===== src/hw/rtl/bps_pkg.sv =====
// ----------------------------------------------------------------------------
// bps_pkg
// shared types, command codes and the beep pattern rom of the sequencer
// ----------------------------------------------------------------------------
`default_nettype none

package bps_pkg;

    localparam int NUM_PATTERNS = 5;
    localparam int ROW_LEN      = 16;
    localparam int DUR_W        = 7;
    localparam int STEP_W       = 4;
    localparam int SOUND_W      = 3;
    localparam int KIND_W       = 2;
    localparam int NOW_W        = 32;

    typedef logic [DUR_W-1:0]   dur_t;
    typedef logic [STEP_W-1:0]  step_t;
    typedef logic [SOUND_W-1:0] sound_t;
    typedef logic [KIND_W-1:0]  kind_t;

    // command kinds
    localparam kind_t KIND_SERVICE = 2'd0;
    localparam kind_t KIND_PLAY    = 2'd1;
    localparam kind_t KIND_STOP    = 2'd2;

    // sound codes
    localparam sound_t SOUND_CLICK = 3'd0;

    typedef dur_t rom_row_t [ROW_LEN];
    typedef rom_row_t rom_t [NUM_PATTERNS];

    // zero-terminated duration lists in ms
    localparam rom_t BEEP_ROM = '{
        '{7'd25, 7'd0, 7'd0, 7'd0, 7'd0, 7'd0, 7'd0, 7'd0,
          7'd0,  7'd0, 7'd0, 7'd0, 7'd0, 7'd0, 7'd0, 7'd0},
        '{7'd22, 7'd28, 7'd28, 7'd0, 7'd0, 7'd0, 7'd0, 7'd0,
          7'd0,  7'd0,  7'd0,  7'd0, 7'd0, 7'd0, 7'd0, 7'd0},
        '{7'd35, 7'd35, 7'd35, 7'd0, 7'd0, 7'd0, 7'd0, 7'd0,
          7'd0,  7'd0,  7'd0,  7'd0, 7'd0, 7'd0, 7'd0, 7'd0},
        '{7'd90, 7'd55, 7'd30, 7'd0, 7'd0, 7'd0, 7'd0, 7'd0,
          7'd0,  7'd0,  7'd0,  7'd0, 7'd0, 7'd0, 7'd0, 7'd0},
        '{7'd35, 7'd35, 7'd35, 7'd35, 7'd70, 7'd60, 7'd35, 7'd35,
          7'd110, 7'd0, 7'd0, 7'd0, 7'd0, 7'd0, 7'd0, 7'd0}
    };

    // unknown patterns fall back to click
    function automatic dur_t rom_read(input sound_t pat, input step_t idx);
        dur_t d;
        d = BEEP_ROM[0][idx];
        case (pat)
            3'd1:    d = BEEP_ROM[1][idx];
            3'd2:    d = BEEP_ROM[2][idx];
            3'd3:    d = BEEP_ROM[3][idx];
            3'd4:    d = BEEP_ROM[4][idx];
            default: d = BEEP_ROM[0][idx];
        endcase
        return d;
    endfunction

endpackage

`default_nettype wire


===== src/hw/rtl/bps_cmd_if.sv =====
// ----------------------------------------------------------------------------
// bps_cmd_if
// command channel: kind, sound code and millisecond timestamp
// ----------------------------------------------------------------------------
`default_nettype none

interface bps_cmd_if;
    import bps_pkg::*;

    logic                valid;
    logic                ready;
    kind_t               kind;
    sound_t              sound;
    logic [NOW_W-1:0]    now_ms;

    modport source (output valid, output kind, output sound, output now_ms, input ready);
    modport sink   (input valid, input kind, input sound, input now_ms, output ready);
endinterface

`default_nettype wire


===== src/hw/rtl/bps_res_if.sv =====
// ----------------------------------------------------------------------------
// bps_res_if
// result channel: pin level, tone state and busy flag
// ----------------------------------------------------------------------------
`default_nettype none

interface bps_res_if;
    logic valid;
    logic ready;
    logic pin_level;
    logic tone_on;
    logic busy_res;

    modport source (output valid, output pin_level, output tone_on, output busy_res,
                    input ready);
    modport sink   (input valid, input pin_level, input tone_on, input busy_res,
                    output ready);
endinterface

`default_nettype wire


===== src/hw/rtl/bps_cfg_if.sv =====
// ----------------------------------------------------------------------------
// bps_cfg_if
// configuration write channel for the pin polarity register
// ----------------------------------------------------------------------------
`default_nettype none

interface bps_cfg_if;
    logic valid;
    logic ready;
    logic data;

    modport source (output valid, output data, input ready);
    modport sink   (input valid, input data, output ready);
endinterface

`default_nettype wire


===== src/hw/rtl/buzzer_pattern_sequencer.sv =====
// ----------------------------------------------------------------------------
// buzzer_pattern_sequencer
// plays fixed on/off beep patterns from a rom, driven by timestamped commands
// ----------------------------------------------------------------------------
// usage:
//   cmd carries one command per transaction: play (with a sound code), stop
//   or service (time check). each command yields exactly one transaction on
//   res with the pin level, tone state and busy flag after that command.
//   cfg writes the pin polarity (1 = pin high while the tone sounds); it is
//   always ready and should only be written while no result is pending.
// throughput and timing:
//   one command per cycle sustained while res.ready keeps draining the
//   result register. the pattern rom lookup, the signed deadline compare
//   and the deadline add are combinational up to the result register; the
//   result shows up in the cycle after the command transaction.
// stall:
//   the result register holds while res.ready is low; cmd stays ready as long
//   as the result register is empty or being drained in the same cycle.
// reset:
//   idle, tone off, click pattern selected, deadline zero, polarity active
//   high, no result pending.
// ----------------------------------------------------------------------------
`default_nettype none

module buzzer_pattern_sequencer
    import bps_pkg::*;
#(
    parameter int TIME_BITS = 32
)
(
    input  wire       clk,
    input  wire       rst_n,
    bps_cmd_if.sink   cmd,
    bps_res_if.source res,
    bps_cfg_if.sink   cfg
);

    // playback state
    logic                 playing_reg,  playing_next;
    sound_t               pattern_reg,  pattern_next;
    step_t                step_reg,     step_next;
    logic [TIME_BITS-1:0] deadline_reg, deadline_next;
    logic                 sounding_reg, sounding_next;

    // polarity register
    logic                 active_high_reg;

    // result register
    logic                 res_valid_reg;
    logic                 pin_reg;
    logic                 tone_reg;
    logic                 busy_reg;

    logic                 cmd_accept;
    logic [TIME_BITS-1:0] now_t;
    logic [TIME_BITS-1:0] diff;
    step_t                step_inc;
    sound_t               play_pat;
    dur_t                 play_dur;
    dur_t                 svc_dur;

    // accept a new command whenever the result slot frees up this cycle
    assign cmd.ready  = !res_valid_reg || res.ready;
    assign cmd_accept = cmd.valid && cmd.ready;
    assign cfg.ready  = 1'b1;

    // time is taken modulo 2^TIME_BITS
    assign now_t    = TIME_BITS'(cmd.now_ms);
    assign diff     = now_t - deadline_reg;
    assign step_inc = step_reg + step_t'(1);
    assign play_pat = (cmd.sound < sound_t'(NUM_PATTERNS)) ? cmd.sound : SOUND_CLICK;
    assign play_dur = rom_read(play_pat, '0);
    assign svc_dur  = rom_read(pattern_reg, step_inc);

    always_comb
    begin
        playing_next  = playing_reg;
        pattern_next  = pattern_reg;
        step_next     = step_reg;
        deadline_next = deadline_reg;
        sounding_next = sounding_reg;
        case (cmd.kind)
            KIND_PLAY:
            begin
                // restart with the new pattern, tone on for the first step
                pattern_next  = play_pat;
                step_next     = '0;
                playing_next  = 1'b1;
                sounding_next = 1'b1;
                deadline_next = now_t + TIME_BITS'(play_dur);
            end
            KIND_STOP:
            begin
                playing_next  = 1'b0;
                pattern_next  = SOUND_CLICK;
                step_next     = '0;
                sounding_next = 1'b0;
            end
            KIND_SERVICE:
            begin
                // deadline reached when now - deadline is non-negative
                if (playing_reg && !diff[TIME_BITS-1])
                begin
                    if (svc_dur == '0)
                    begin
                        // end of pattern list
                        playing_next  = 1'b0;
                        pattern_next  = SOUND_CLICK;
                        step_next     = '0;
                        sounding_next = 1'b0;
                    end
                    else
                    begin
                        step_next     = step_inc;
                        sounding_next = !step_inc[0];
                        deadline_next = now_t + TIME_BITS'(svc_dur);
                    end
                end
            end
            default:
            begin
                // undefined kind leaves the state alone
            end
        endcase
    end

    always_ff @(posedge clk or negedge rst_n)
    begin
        if (!rst_n)
        begin
            playing_reg     <= 1'b0;
            pattern_reg     <= SOUND_CLICK;
            step_reg        <= '0;
            deadline_reg    <= '0;
            sounding_reg    <= 1'b0;
            active_high_reg <= 1'b1;
            res_valid_reg   <= 1'b0;
        end
        else
        begin
            if (cfg.valid)
            begin
                active_high_reg <= cfg.data;
            end
            if (cmd_accept)
            begin
                playing_reg   <= playing_next;
                pattern_reg   <= pattern_next;
                step_reg      <= step_next;
                deadline_reg  <= deadline_next;
                sounding_reg  <= sounding_next;
                res_valid_reg <= 1'b1;
            end
            else if (res.ready)
            begin
                res_valid_reg <= 1'b0;
            end
        end
    end

    // result payload, polarity applied at the time of the command
    always_ff @(posedge clk)
    begin
        if (cmd_accept)
        begin
            pin_reg  <= active_high_reg ? sounding_next : !sounding_next;
            tone_reg <= sounding_next;
            busy_reg <= playing_next;
        end
    end

    assign res.valid     = res_valid_reg;
    assign res.pin_level = pin_reg;
    assign res.tone_on   = tone_reg;
    assign res.busy_res  = busy_reg;

endmodule

`default_nettype wire


===== src/flat_wrapper.sv =====
// flat-port wrapper written by rule: the top's interface ports become plain ports
module buzzer_pattern_sequencer_flat import bps_pkg::*;
#(
    parameter int TIME_BITS = 32
)
  (clk, rst_n, cmd_valid, cmd_kind, cmd_sound, cmd_now_ms, cmd_ready, res_valid, res_pin_level, res_tone_on, res_busy_res, res_ready, cfg_valid, cfg_data, cfg_ready);
  bps_cmd_if cmd_i ();
  bps_res_if res_i ();
  bps_cfg_if cfg_i ();
  input  wire clk;
  input  wire rst_n;
  input wire logic [$bits(cmd_i.valid)-1:0] cmd_valid;
  input wire logic [$bits(cmd_i.kind)-1:0] cmd_kind;
  input wire logic [$bits(cmd_i.sound)-1:0] cmd_sound;
  input wire logic [$bits(cmd_i.now_ms)-1:0] cmd_now_ms;
  output wire logic [$bits(cmd_i.ready)-1:0] cmd_ready;
  output wire logic [$bits(res_i.valid)-1:0] res_valid;
  output wire logic [$bits(res_i.pin_level)-1:0] res_pin_level;
  output wire logic [$bits(res_i.tone_on)-1:0] res_tone_on;
  output wire logic [$bits(res_i.busy_res)-1:0] res_busy_res;
  input wire logic [$bits(res_i.ready)-1:0] res_ready;
  input wire logic [$bits(cfg_i.valid)-1:0] cfg_valid;
  input wire logic [$bits(cfg_i.data)-1:0] cfg_data;
  output wire logic [$bits(cfg_i.ready)-1:0] cfg_ready;
  assign cmd_i.valid = cmd_valid;
  assign cmd_i.kind = cmd_kind;
  assign cmd_i.sound = cmd_sound;
  assign cmd_i.now_ms = cmd_now_ms;
  assign cmd_ready = cmd_i.ready;
  assign res_valid = res_i.valid;
  assign res_pin_level = res_i.pin_level;
  assign res_tone_on = res_i.tone_on;
  assign res_busy_res = res_i.busy_res;
  assign res_i.ready = res_ready;
  assign cfg_i.valid = cfg_valid;
  assign cfg_i.data = cfg_data;
  assign cfg_ready = cfg_i.ready;
  buzzer_pattern_sequencer #(.TIME_BITS(TIME_BITS)) u_core (.clk(clk), .rst_n(rst_n), .cmd(cmd_i), .res(res_i), .cfg(cfg_i));
endmodule

===== config.mk =====
export PLATFORM = sky130hd
export DESIGN_NAME = buzzer_pattern_sequencer_flat
export DESIGN_NICKNAME = d
export VERILOG_FILES = /design/src/hw/rtl/bps_pkg.sv /design/src/hw/rtl/bps_cmd_if.sv /design/src/hw/rtl/bps_res_if.sv /design/src/hw/rtl/bps_cfg_if.sv /design/src/hw/rtl/buzzer_pattern_sequencer.sv /design/src/flat_wrapper.sv
export SDC_FILE = /design/constraint.sdc
export NUM_CORES = 1
export LEC_CHECK = 0
export BUFFER_PORTS_ARGS = -buffer_cell sky130_fd_sc_hd__buf_2
export CORE_ASPECT_RATIO = 1.1
export CORE_MARGIN = 3
export CORE_UTILIZATION = 36
export CTS_CLUSTER_DIAMETER = 150
export CTS_CLUSTER_SIZE = 25
export DETAILED_ROUTE_END_ITERATION = 6
export MAX_ROUTING_LAYER = met4
export PLACE_DENSITY = 0.53
export SLEW_MARGIN = 20
export SYNTH_ARGS = -nofsm -noshare
export SYNTH_HDL_FRONTEND = slang
export SYNTH_SLANG_ARGS = --single-unit

===== constraint.sdc =====
create_clock -name clk -period 4.45 [get_ports clk]
set_input_delay 0.445 -clock clk [delete_from_list [all_inputs] [get_ports clk]]
set_output_delay 0.445 -clock clk [all_outputs]
set_load 0.03 [all_outputs]

* Word level (Yosys, flattened, before mapping)
Memory sizes are Yosys's and may differ from the RTL's. Cells that the tools add are included.
Storage, ports and cells: logic and storage cells 84, memories kept 5, bits in registers 46, input bits 43, memory bits (read-only) 560, output and inout port bits 6
Memory list:
- (name not given) | words 16, width 7, read ports 1, clocked after Yosys merged registers in 0, wr ports 0, line bps_pkg.sv:56 | default: d = BEEP_ROM[0][idx];
- (name not given) | words 16, width 7, read ports 1, clocked after Yosys merged registers in 0, wr ports 0, line bps_pkg.sv:55 | 3'd4: d = BEEP_ROM[4][idx];
- (name not given) | words 16, width 7, read ports 1, clocked after Yosys merged registers in 0, wr ports 0, line bps_pkg.sv:52 | 3'd1: d = BEEP_ROM[1][idx];
- (name not given) | words 16, width 7, read ports 1, clocked after Yosys merged registers in 0, wr ports 0, line bps_pkg.sv:53 | 3'd2: d = BEEP_ROM[2][idx];
- (name not given) | words 16, width 7, read ports 1, clocked after Yosys merged registers in 0, wr ports 0, line bps_pkg.sv:54 | 3'd3: d = BEEP_ROM[3][idx];
Operators by class: add/subtract/negate cells 4, eq/ne operators 13, magnitude comparators 2, bitwise operators 1, reduce and logical (&&, ||, !) cells 18, multiplexer cells 31
Operators with widths (count):
- 7-bit 2-to-1 mux | 10
- 32-bit by 7-bit adder with 32-bit output | 2
- 32-bit 2-to-1 mux | 2
- 32-bit one-hot mux with 2 select lines | 1
- 32-bit subtractor | 1
- 7-bit one-hot mux with 4 select lines | 1
- 7-bit one-hot mux with 3 select lines | 1
- 3-bit by 2-bit == test with 1-bit output, second input constant | 4
- 3-bit 2-to-1 mux | 3
- 3-bit one-hot mux with 3 select lines | 1
- 4-bit 2-to-1 mux | 2
- 4-bit one-hot mux with 2 select lines | 1
- 4-bit AND reduction | 2
- 7-bit logical NOT | 1
- 1-bit 2-to-1 mux | 7
- 3-bit by 1-bit == test with 1-bit output, second input constant | 2
- 3-bit == test, second input constant | 2
- 1-bit one-hot mux with 3 select lines | 2
- 2-bit nonzero test | 3
- 5-bit greater-or-equal comparator, second input constant | 1
- 4-bit inverter with 5-bit output | 1
- 4-bit by 1-bit adder with 4-bit output, second input constant | 1
- 1-bit logical NOT | 4
- 2-bit by 1-bit != test with 1-bit output, second input constant | 2
- other kinds (10) | 12

* Logic depth before layout (Yosys ltp)
Gate-level depths: netlist of the first run.
depth after elaboration 12, mapped depth 18, mapped depth without buffers 18

* Least setup slack after synthesis of the first run
Ideal clock, no wire load.
path kind flip-flop to flip-flop, from reg u_core.step_reg[0], to reg u_core.deadline_reg[23], path buffers 1, arrival 3.535 ns, setup time 0.126 ns, period minus slack after synthesis 3.660 ns, data required time 4.324 ns, cell stages (with the launch flop) 17, slack 0.790 ns, path through dfrtp_1 > ha_1 > nor3_1 > nor2_1 > o31ai_1 > nor2_1 > a21oi_1 > ha_1 > a21oi_1 > o211ai_1 > o41ai_1 > nor2b_1 > clkbuf_1 > and4_1 > nand3_1 > xor2_1 > mux2i_1
Between the ends: longest elaborated chain between the ends 10, elaborated cells between the ends (all ways) 25, classes of those cells 2 x add/sub; 1 x eq/ne; 14 x mux; 1 x bitwise; 2 x reduce/logical; 5 x memory
Ends and longest elaborated chain:
- start, declared | line buzzer_pattern_sequencer.sv:41 | step_t step_reg, step_next;
- start signal, assigned | line buzzer_pattern_sequencer.sv:149 | step_reg <= step_next;
- 4-bit by 1-bit adder with 4-bit output (*) | line buzzer_pattern_sequencer.sv:70 | assign step_inc = step_reg + step_t'(1);
- 4-bit inverter with 5-bit output (*)
- memory read 16 x 7 bit (on tied branches)
- 7-bit 2-to-1 mux (on tied branches) (2 in a row)
- 7-bit one-hot mux with 4 select lines (*) | line bps_pkg.sv:51 | case (pat)
- 32-bit by 7-bit adder with 32-bit output | line buzzer_pattern_sequencer.sv:116 | deadline_next = now_t + TIME_BITS'(svc_dur);
- 32-bit 2-to-1 mux | line buzzer_pattern_sequencer.sv:104 | if (svc_dur == '0)
- 32-bit 2-to-1 mux | line buzzer_pattern_sequencer.sv:102 | if (playing_reg && !diff[TIME_BITS-1])
- 32-bit one-hot mux with 2 select lines | line buzzer_pattern_sequencer.sv:82 | case (cmd.kind)
- end signal, assigned | line buzzer_pattern_sequencer.sv:150 | deadline_reg <= deadline_next;
- end, declared | line buzzer_pattern_sequencer.sv:42 | logic [TIME_BITS-1:0] deadline_reg, deadline_next;
Mark *: on every way between the ends. The rest lies on a longest branch, timed or not. The select of a mux whose other input is x is not followed. A chain may end at the register's enable or synchronous reset.

* Worst setup path in the final report of the first run
from reg u_core.step_reg[1], to reg u_core.deadline_reg[23]
Same word-level chain as after synthesis.

==> results of run 1 <==
timing repair:
item | in CTS | in global routing
endpoints found under the setup margin | 0 | 12
setup buffers | 0 | 0
gates resized for setup | 0 | 2
layout make-up:
type	instances	area (sq um)
clock buffers	6	129
clock inverters	2	13.8
fillers	1144	6090
inverters	45	169
multi-input cells	333	2570
flip-flops and latches	46	1170
well taps	143	179
repair buffers	57	325
worst paths after layout:
kind                                                        to  slack (ns)  cells after the start
min in group clk                  u_core.res.valid$_DFFE_PN0P_        0.36                      2
setup / recovery           u_core.deadline_reg[23]$_DFFE_PN0P_        0.43                     17
hold reg to reg             u_core.deadline_reg[0]$_DFFE_PN0P_        0.50                      1
hold / removal             u_core.deadline_reg[21]$_DFFE_PN0P_        0.16                      1
setup reg to reg           u_core.deadline_reg[23]$_DFFE_PN0P_        0.43                     17
max in group asynchronous   u_core.deadline_reg[6]$_DFFE_PN0P_        3.88                      1
layer usage:
layer	vias to the layer above	global-route usage, %
li1	1649	-
met1	1543	20.5
met2	40	26.4
met3	8	2.32
met4	0	4.01
met5	-	-
stage by stage:
stage	utilization, %	cell area, sq um	cells	power (W)	setup WS [ns]
after floorplan	-	4010	442	0.00109	0.790
after CTS	42.7	4550	632	0.00166	0.217
after detailed placement	41.4	4400	624	0.00127	0.243
after global routing	42.8	4550	632	0.00179	0.0562
after global placement	41.4	4400	624	0.00125	0.326
final	42.8	4550	632	0.00163	0.429
critical path, cell delays in order, from the launching register on:
cell and delay [ns]:
dfrtp_1 0.49, ha_1 0.33, xnor2_1 0.37, nor2_1 0.11, and3_1 0.21, a31oi_1 0.17, a31o_2 0.23, o21ai_0 0.10
ha_1 0.37, nand3_1 0.09, o211ai_1 0.25, o41ai_1 0.10, buf_4 0.16, nor2b_2 0.31, and4_1 0.30, nand3_1 0.10
xor2_1 0.14, mux2i_1 0.12
cell families after synthesis:
family          synth area share (%)
simple gates                    15.8
compound gates                  13.4
buf+inv                         6.81
fa+ha+maj                       14.6
flops                           29.1
xor+xnor                        9.18
mux                             11.0
other cells                   0.0936
synthesized netlist by cell type (2+ instances only):
| library cell | number | area [sq um] |
|---|---|---|
| nand4_1 | 8 | 50.1 |
| mux2_4 | 4 | 60.1 |
| a31oi_1 | 3 | 18.8 |
| edfxtp_1 | 3 | 90.1 |
| or2_2 | 2 | 12.5 |
| o21bai_1 | 2 | 15.0 |
| nand2_1 | 32 | 120 |
| a21oi_1 | 27 | 135 |
| and4_1 | 4 | 35.0 |
| mux2_2 | 9 | 101 |
| buf_4 | 3 | 22.5 |
| nor2_1 | 21 | 78.8 |
| inv_1 | 45 | 169 |
| nor3_1 | 7 | 35.0 |
| a21o_1 | 4 | 30.0 |
| a22o_1 | 4 | 35.0 |
| xnor2_1 | 23 | 201 |
| clkbuf_1 | 10 | 37.5 |
| o21ai_0 | 15 | 75.1 |
| buf_2 | 2 | 10.0 |
| o31ai_1 | 2 | 15.0 |
| or3_1 | 3 | 18.8 |
| nor2b_1 | 3 | 18.8 |
| buf_6 | 3 | 33.8 |
| o41ai_1 | 2 | 17.5 |
| ha_1 | 45 | 563 |
| nand2b_1 | 8 | 50.1 |
| and3_1 | 10 | 62.6 |
| nand3_1 | 15 | 75.1 |
| dfrtp_1 | 42 | 1050 |
| o22ai_1 | 2 | 12.5 |
| a221oi_1 | 2 | 17.5 |
| mux2i_1 | 28 | 280 |
| o211ai_1 | 2 | 15.0 |
| nor4_1 | 3 | 18.8 |
| xor2_1 | 19 | 166 |
power groups by stage:
stage / Combinational (W) / Sequential, W / Clock [W]
2_1_floorplan: 0.000497 / 0.000591 / 0
3_3_place_gp: 0.000652 / 0.000596 / 0
3_5_place_dp: 0.000668 / 0.000599 / 0
4_1_cts: 0.000670 / 0.000592 / 0.000397
5_1_grt: 0.000769 / 0.000608 / 0.000410
6_report: 0.000662 / 0.000592 / 0.000377
==> flow_summary.json, run 1 <==
{
  "outcome": "completed",
  "cts_inserted_buffers": 5,
  "die_y_microns": 117,
  "final_hold_viol_count": 0,
  "tritoncts": "done",
  "crit_type": "reg -> reg",
  "avgRoutedWirePerCell_microns": 14.6,
  "tns_ns": 0,
  "fin_nets": 577,
  "power.density_nw_per_um2": 358,
  "layout_commonest_cell": "buf_2",
  "postCtsHoldBufs": 0,
  "crit_fanout": 10,
  "coreArea_sq_um": 10600,
  "switching_power_w": 0.000589,
  "top_layer": "met4",
  "drt-total-wl_microns": 9240,
  "cp.required_ns": 4.67,
  "vdd_ir_drop_max_mv": 0.165,
  "first_pass_iters": 4,
  "grt_setup_unrepaired": "no",
  "largest_register_ffs": 32,
  "worst_pin_slew_ns": 0.809,
  "p_comb_share_pct": 40.6,
  "end_kind": "flop",
  "grt_first_pass_wirelength_microns": 15400,
  "clk_latency_ns": 0.29,
  "syn-num-nets": 531,
  "synth_seq_area_share_pct": 29.1,
  "synth_cell_type_count": 61,
  "overflow": 0,
  "yosysWarnings": 0,
  "synth.ff_latch_count": 46,
  "cts_max_level": 2,
  "most-common-layout-cells": "buf_2, inv_1, ha_1",
  "io_pins": 49,
  "p_sw_share_pct": 36.1,
  "num_vias": 3240,
  "drc": 0,
  "grt_usage_pct": 15.9,
  "postSynthAreaPerCell_sq_um": 9.06,
  "synthesis.area_sq_um": 4010,
  "clk_pin_slew_ns": 0.07,
  "first_global_vias": 3187,
  "wl_met2_microns": 4550,
  "drtIter0Drc": 97,
  "core.rowCount": 39,
  "max_freq_mhz": 249,
  "drv_slew": 0,
  "crit_path_start_kind": "flop",
  "wl_met3_microns": 221,
  "grt_max_degree": 44,
  "clockBufferDepth": 2,
  "crit_start": "u_core.step_reg[1]$_DFFE_PN0P_",
  "start_util_pct": 37.7,
  "synth_flop_cell": "dfrtp_1",
  "min_period_ns": 4.02,
  "finalSetupViolCount": 0,
  "cts.sinks": 46,
  "fp.dieW_microns": 107,
  "min_period_over_period_pct": 90.4,
  "layout-drive-gt1-share_pct": 17.8,
  "ant_nets": 0,
  "portBuffers": 47,
  "synthToLayoutAreaGrowth_pct": 13.6,
  "p_int_w": 0.00104,
  "synth_edf_count": 3,
  "arrival_ns": 4.24,
  "antenna_found_initial": 0,
  "syn_inst": 442,
  "diodes": 0,
  "wl_met1_microns": 4360,
  "hold_path.class": "in -> async",
  "dp_hpwl_microns": 7220,
  "drv_cap": 0,
  "root_buffer": "clkbuf_16",
  "p_seq_share_pct": 36.3,
  "vias_per_cell": 5.13,
  "pwr-share-clk_pct": 23.1,
  "async_flop_share_pct": 93.5,
  "place.gp.congestion": 0.874,
  "slew_headroom_pct": 46.1,
  "fin_skew_ns": 0.00931,
  "worstReg2RegStart": "u_core.step_reg[1]$_DFFE_PN0P_",
  "die_area_sq_um": 12400,
  "hold_slack_ns": 0.158,
  "leakagePower_nw": 2.30
}
(Power assumes the default switching activity.)
==> inputs of run 2 (changes only) <==
--- a/config.mk
+++ b/config.mk
@@ -9,6 +9,7 @@
 export CORE_ASPECT_RATIO = 1.1
 export CORE_MARGIN = 3
 export CORE_UTILIZATION = 36
+export CTS_BUF_LIST = sky130_fd_sc_hd__clkbuf_4 sky130_fd_sc_hd__clkbuf_8
 export CTS_CLUSTER_DIAMETER = 150
 export CTS_CLUSTER_SIZE = 25
 export DETAILED_ROUTE_END_ITERATION = 6
==> constraint.sdc (replaced) <==
create_clock -name clk -period 3.98 [get_ports clk]
set_input_delay 0.398 -clock clk [delete_from_list [all_inputs] [get_ports clk]]
set_output_delay 0.398 -clock clk [all_outputs]
set_load 0.03 [all_outputs]
==> run 2 against run 1 <==
- fmax up 10%
- critical path depth fell by 2
- routed wire length fell by 3.1%
- critical endpoint is now u_core.deadline_reg[31]$_DFFE_PN0P_
- largest cell class unchanged
- highest routed layer unchanged
==> flow_summary.json, run 2 (synthesis gave the netlist of run 1 again) <==
{
  "start_util_pct": 37.7,
  "hold_path.class": "in -> async",
  "end_kind": "flop",
  "coreArea_sq_um": 10600,
  "worstRegToRegCells": 15,
  "tritoncts": "done",
  "r2r-end": "u_core.deadline_reg[31]$_DFFE_PN0P_",
  "instances_no_fill": 636,
  "core.rowCount": 39,
  "outcome": "completed",
  "clockBufferDepth": 2,
  "min_period_over_period_pct": 91.5,
  "fin_skew_ns": 0.0124,
  "clk_pin_slew_ns": 0.10,
  "crit_type": "reg -> reg",
  "synthToLayoutAreaGrowth_pct": 14.1,
  "crit_fanout": 8,
  "largest_register_ffs": 32,
  "grt_util_met2_pct": 26.7,
  "slowest_stage": "dfrtp_1",
  "drv_cap": 0,
  "cp.required_ns": 4.17,
  "diodes": 0,
  "drtIter0Drc": 96,
  "crit_path_start_kind": "flop",
  "grtUsageMet1_pct": 18.8,
  "vdd_ir_drop_max_mv": 0.264,
  "ant_nets": 0,
  "max_stage_delay_ns": 0.54,
  "overflow": 0,
  "power.density_nw_per_um2": 387,
  "tns_ns": 0,
  "vias_per_cell": 5.08,
  "nFillCells": 1093,
  "max_freq_mhz": 275,
  "layout-drive-gt1-share_pct": 19.7,
  "grt.met3_usage_pct": 2.10,
  "grt_setup_unrepaired": "no",
  "io_pins": 49,
  "die_y_microns": 117,
  "drc": 0,
  "arrival_ns": 3.83,
  "reg2reg_slack_ns": 0.34,
  "dp_cells": 628,
  "slew_headroom_pct": 61.4,
  "fin_nets": 581,
  "drt-total-wl_microns": 8950,
  "dp_hpwl_microns": 7130,
  "root_buffer": "clkbuf_8",
  "finalSetupViolCount": 0,
  "crit_path_cell_trace": "nand3_1 > xor2_1 > and3_1 > a31oi_1 > a31o_2 > o21ai_0 > ha_1 > nand3_1 > o211ai_1 > o41ai_2 > nor2b_2 > buf_4 > nand4_1 > xnor2_1 > mux2_4",
  "antenna_found_initial": 0,
  "portBuffers": 47,
  "first_global_vias": 3151,
  "num_vias": 3228,
  "cp_top_family": "compound AO/OA/AOI/OAI gates",
  "cts_inserted_buffers": 5,
  "layout_commonest_cell": "buf_2",
  "fp.dieW_microns": 107,
  "top_usage_layer": "met2",
  "final_hold_viol_count": 0,
  "avgRoutedWirePerCell_microns": 14.1,
  "cts.sinks": 46,
  "worstReg2RegStart": "u_core.step_reg[2]$_DFFE_PN0P_",
  "die_area_sq_um": 12400,
  "worst_pin_slew_ns": 0.574,
  "grt_usage_pct": 15.3,
  "most-common-layout-cells": "buf_2, inv_1, ha_1",
  "grt_max_degree": 44,
  "first_pass_iters": 4,
  "min_period_ns": 3.64,
  "drv_slew": 0,
  "clk_latency_ns": 0.30,
  "grt_first_pass_wirelength_microns": 15000,
  "leakagePower_nw": 2.32,
  "hold_slack_ns": 0.0899,
  "cp_common_cell": "nand3_1",
  "crit_buf_inv": 1,
  "cts_max_level": 2,
  "total_power_w": 0.00177,
  "place.gp.congestion": 0.864
}
## run 2: final cells by class
cell class                      count  area, sq um  share of cell area, %
Clock buffer                        5         68.8                   1.50
Clock inverter                      3         40.0                  0.876
Inverter                           45          169                   3.69
Multi-Input combinational cell    333         2590                   56.7
Sequential cell                    46         1170                   25.5
Tap cell                          143          179                   3.91
Timing Repair Buffer               61          355                   7.77
## run 2: worst register-to-register path, cell delays in order, from the launching register on
cell and delay (ns):
dfrtp_1 0.54, nand3_1 0.18, xor2_1 0.41, and3_1 0.25
a31oi_1 0.05, a31o_2 0.29, o21ai_0 0.21, ha_1 0.32
nand3_1 0.10, o211ai_1 0.13, o41ai_2 0.32, nor2b_2 0.13
buf_4 0.17, nand4_1 0.10, xnor2_1 0.07, mux2_4 0.26
## run 2: per-stage QoR
step           util [%]  area, sq um  worst slack [ns]
2_1_floorplan         -         4010             0.320
3_3_place_gp       41.7         4430             0.213
3_5_place_dp       41.7         4430             0.124
4_1_cts            42.7         4540            0.0941
5_1_grt            43.0         4570            0.0368
6_report           43.0         4570             0.339
## run 2: routing by layer
metal,vias up,share of wire (%)
li1,1656,-
met3,8,2.2
met2,50,50
met1,1514,46
met5,-,0
met4,0,1.0
## run 2: timing repair
action                     CTS  global route
resized for setup            0             7
hold buffers                 0             0
setup endpoints to repair    0            20
setup buffers                0             0
## run 2: power by group
part           leakage, nW  internal (W)  switching, W  total, W
clock               0.0579      0.000185      0.000171  0.000356
combinational         1.72      0.000334      0.000427  0.000761
sequential           0.538      0.000608     0.0000461  0.000654
total                 2.32       0.00113      0.000644   0.00177
## run 2: worst max-delay path by stage
stage	end	slack, ns	start	cells past startpoint
final	u_core.deadline_reg[31]$_DFFE_PN0P_	0.34	u_core.step_reg[2]$_DFFE_PN0P_	15
after global routing	u_core.deadline_reg[12]$_DFFE_PN0P_	0.04	u_core.step_reg[2]$_DFFE_PN0P_	16
after CTS	u_core.deadline_reg[12]$_DFFE_PN0P_	0.09	u_core.step_reg[0]$_DFFE_PN0P_	16
after detailed placement	u_core.deadline_reg[12]$_DFFE_PN0P_	0.12	u_core.step_reg[0]$_DFFE_PN0P_	16
after global placement	u_core.deadline_reg[12]$_DFFE_PN0P_	0.21	u_core.step_reg[0]$_DFFE_PN0P_	16
after floorplan	u_core.deadline_reg[23]$_DFFE_PN0P_	0.32	u_core.step_reg[0]$_DFFE_PN0P_	16
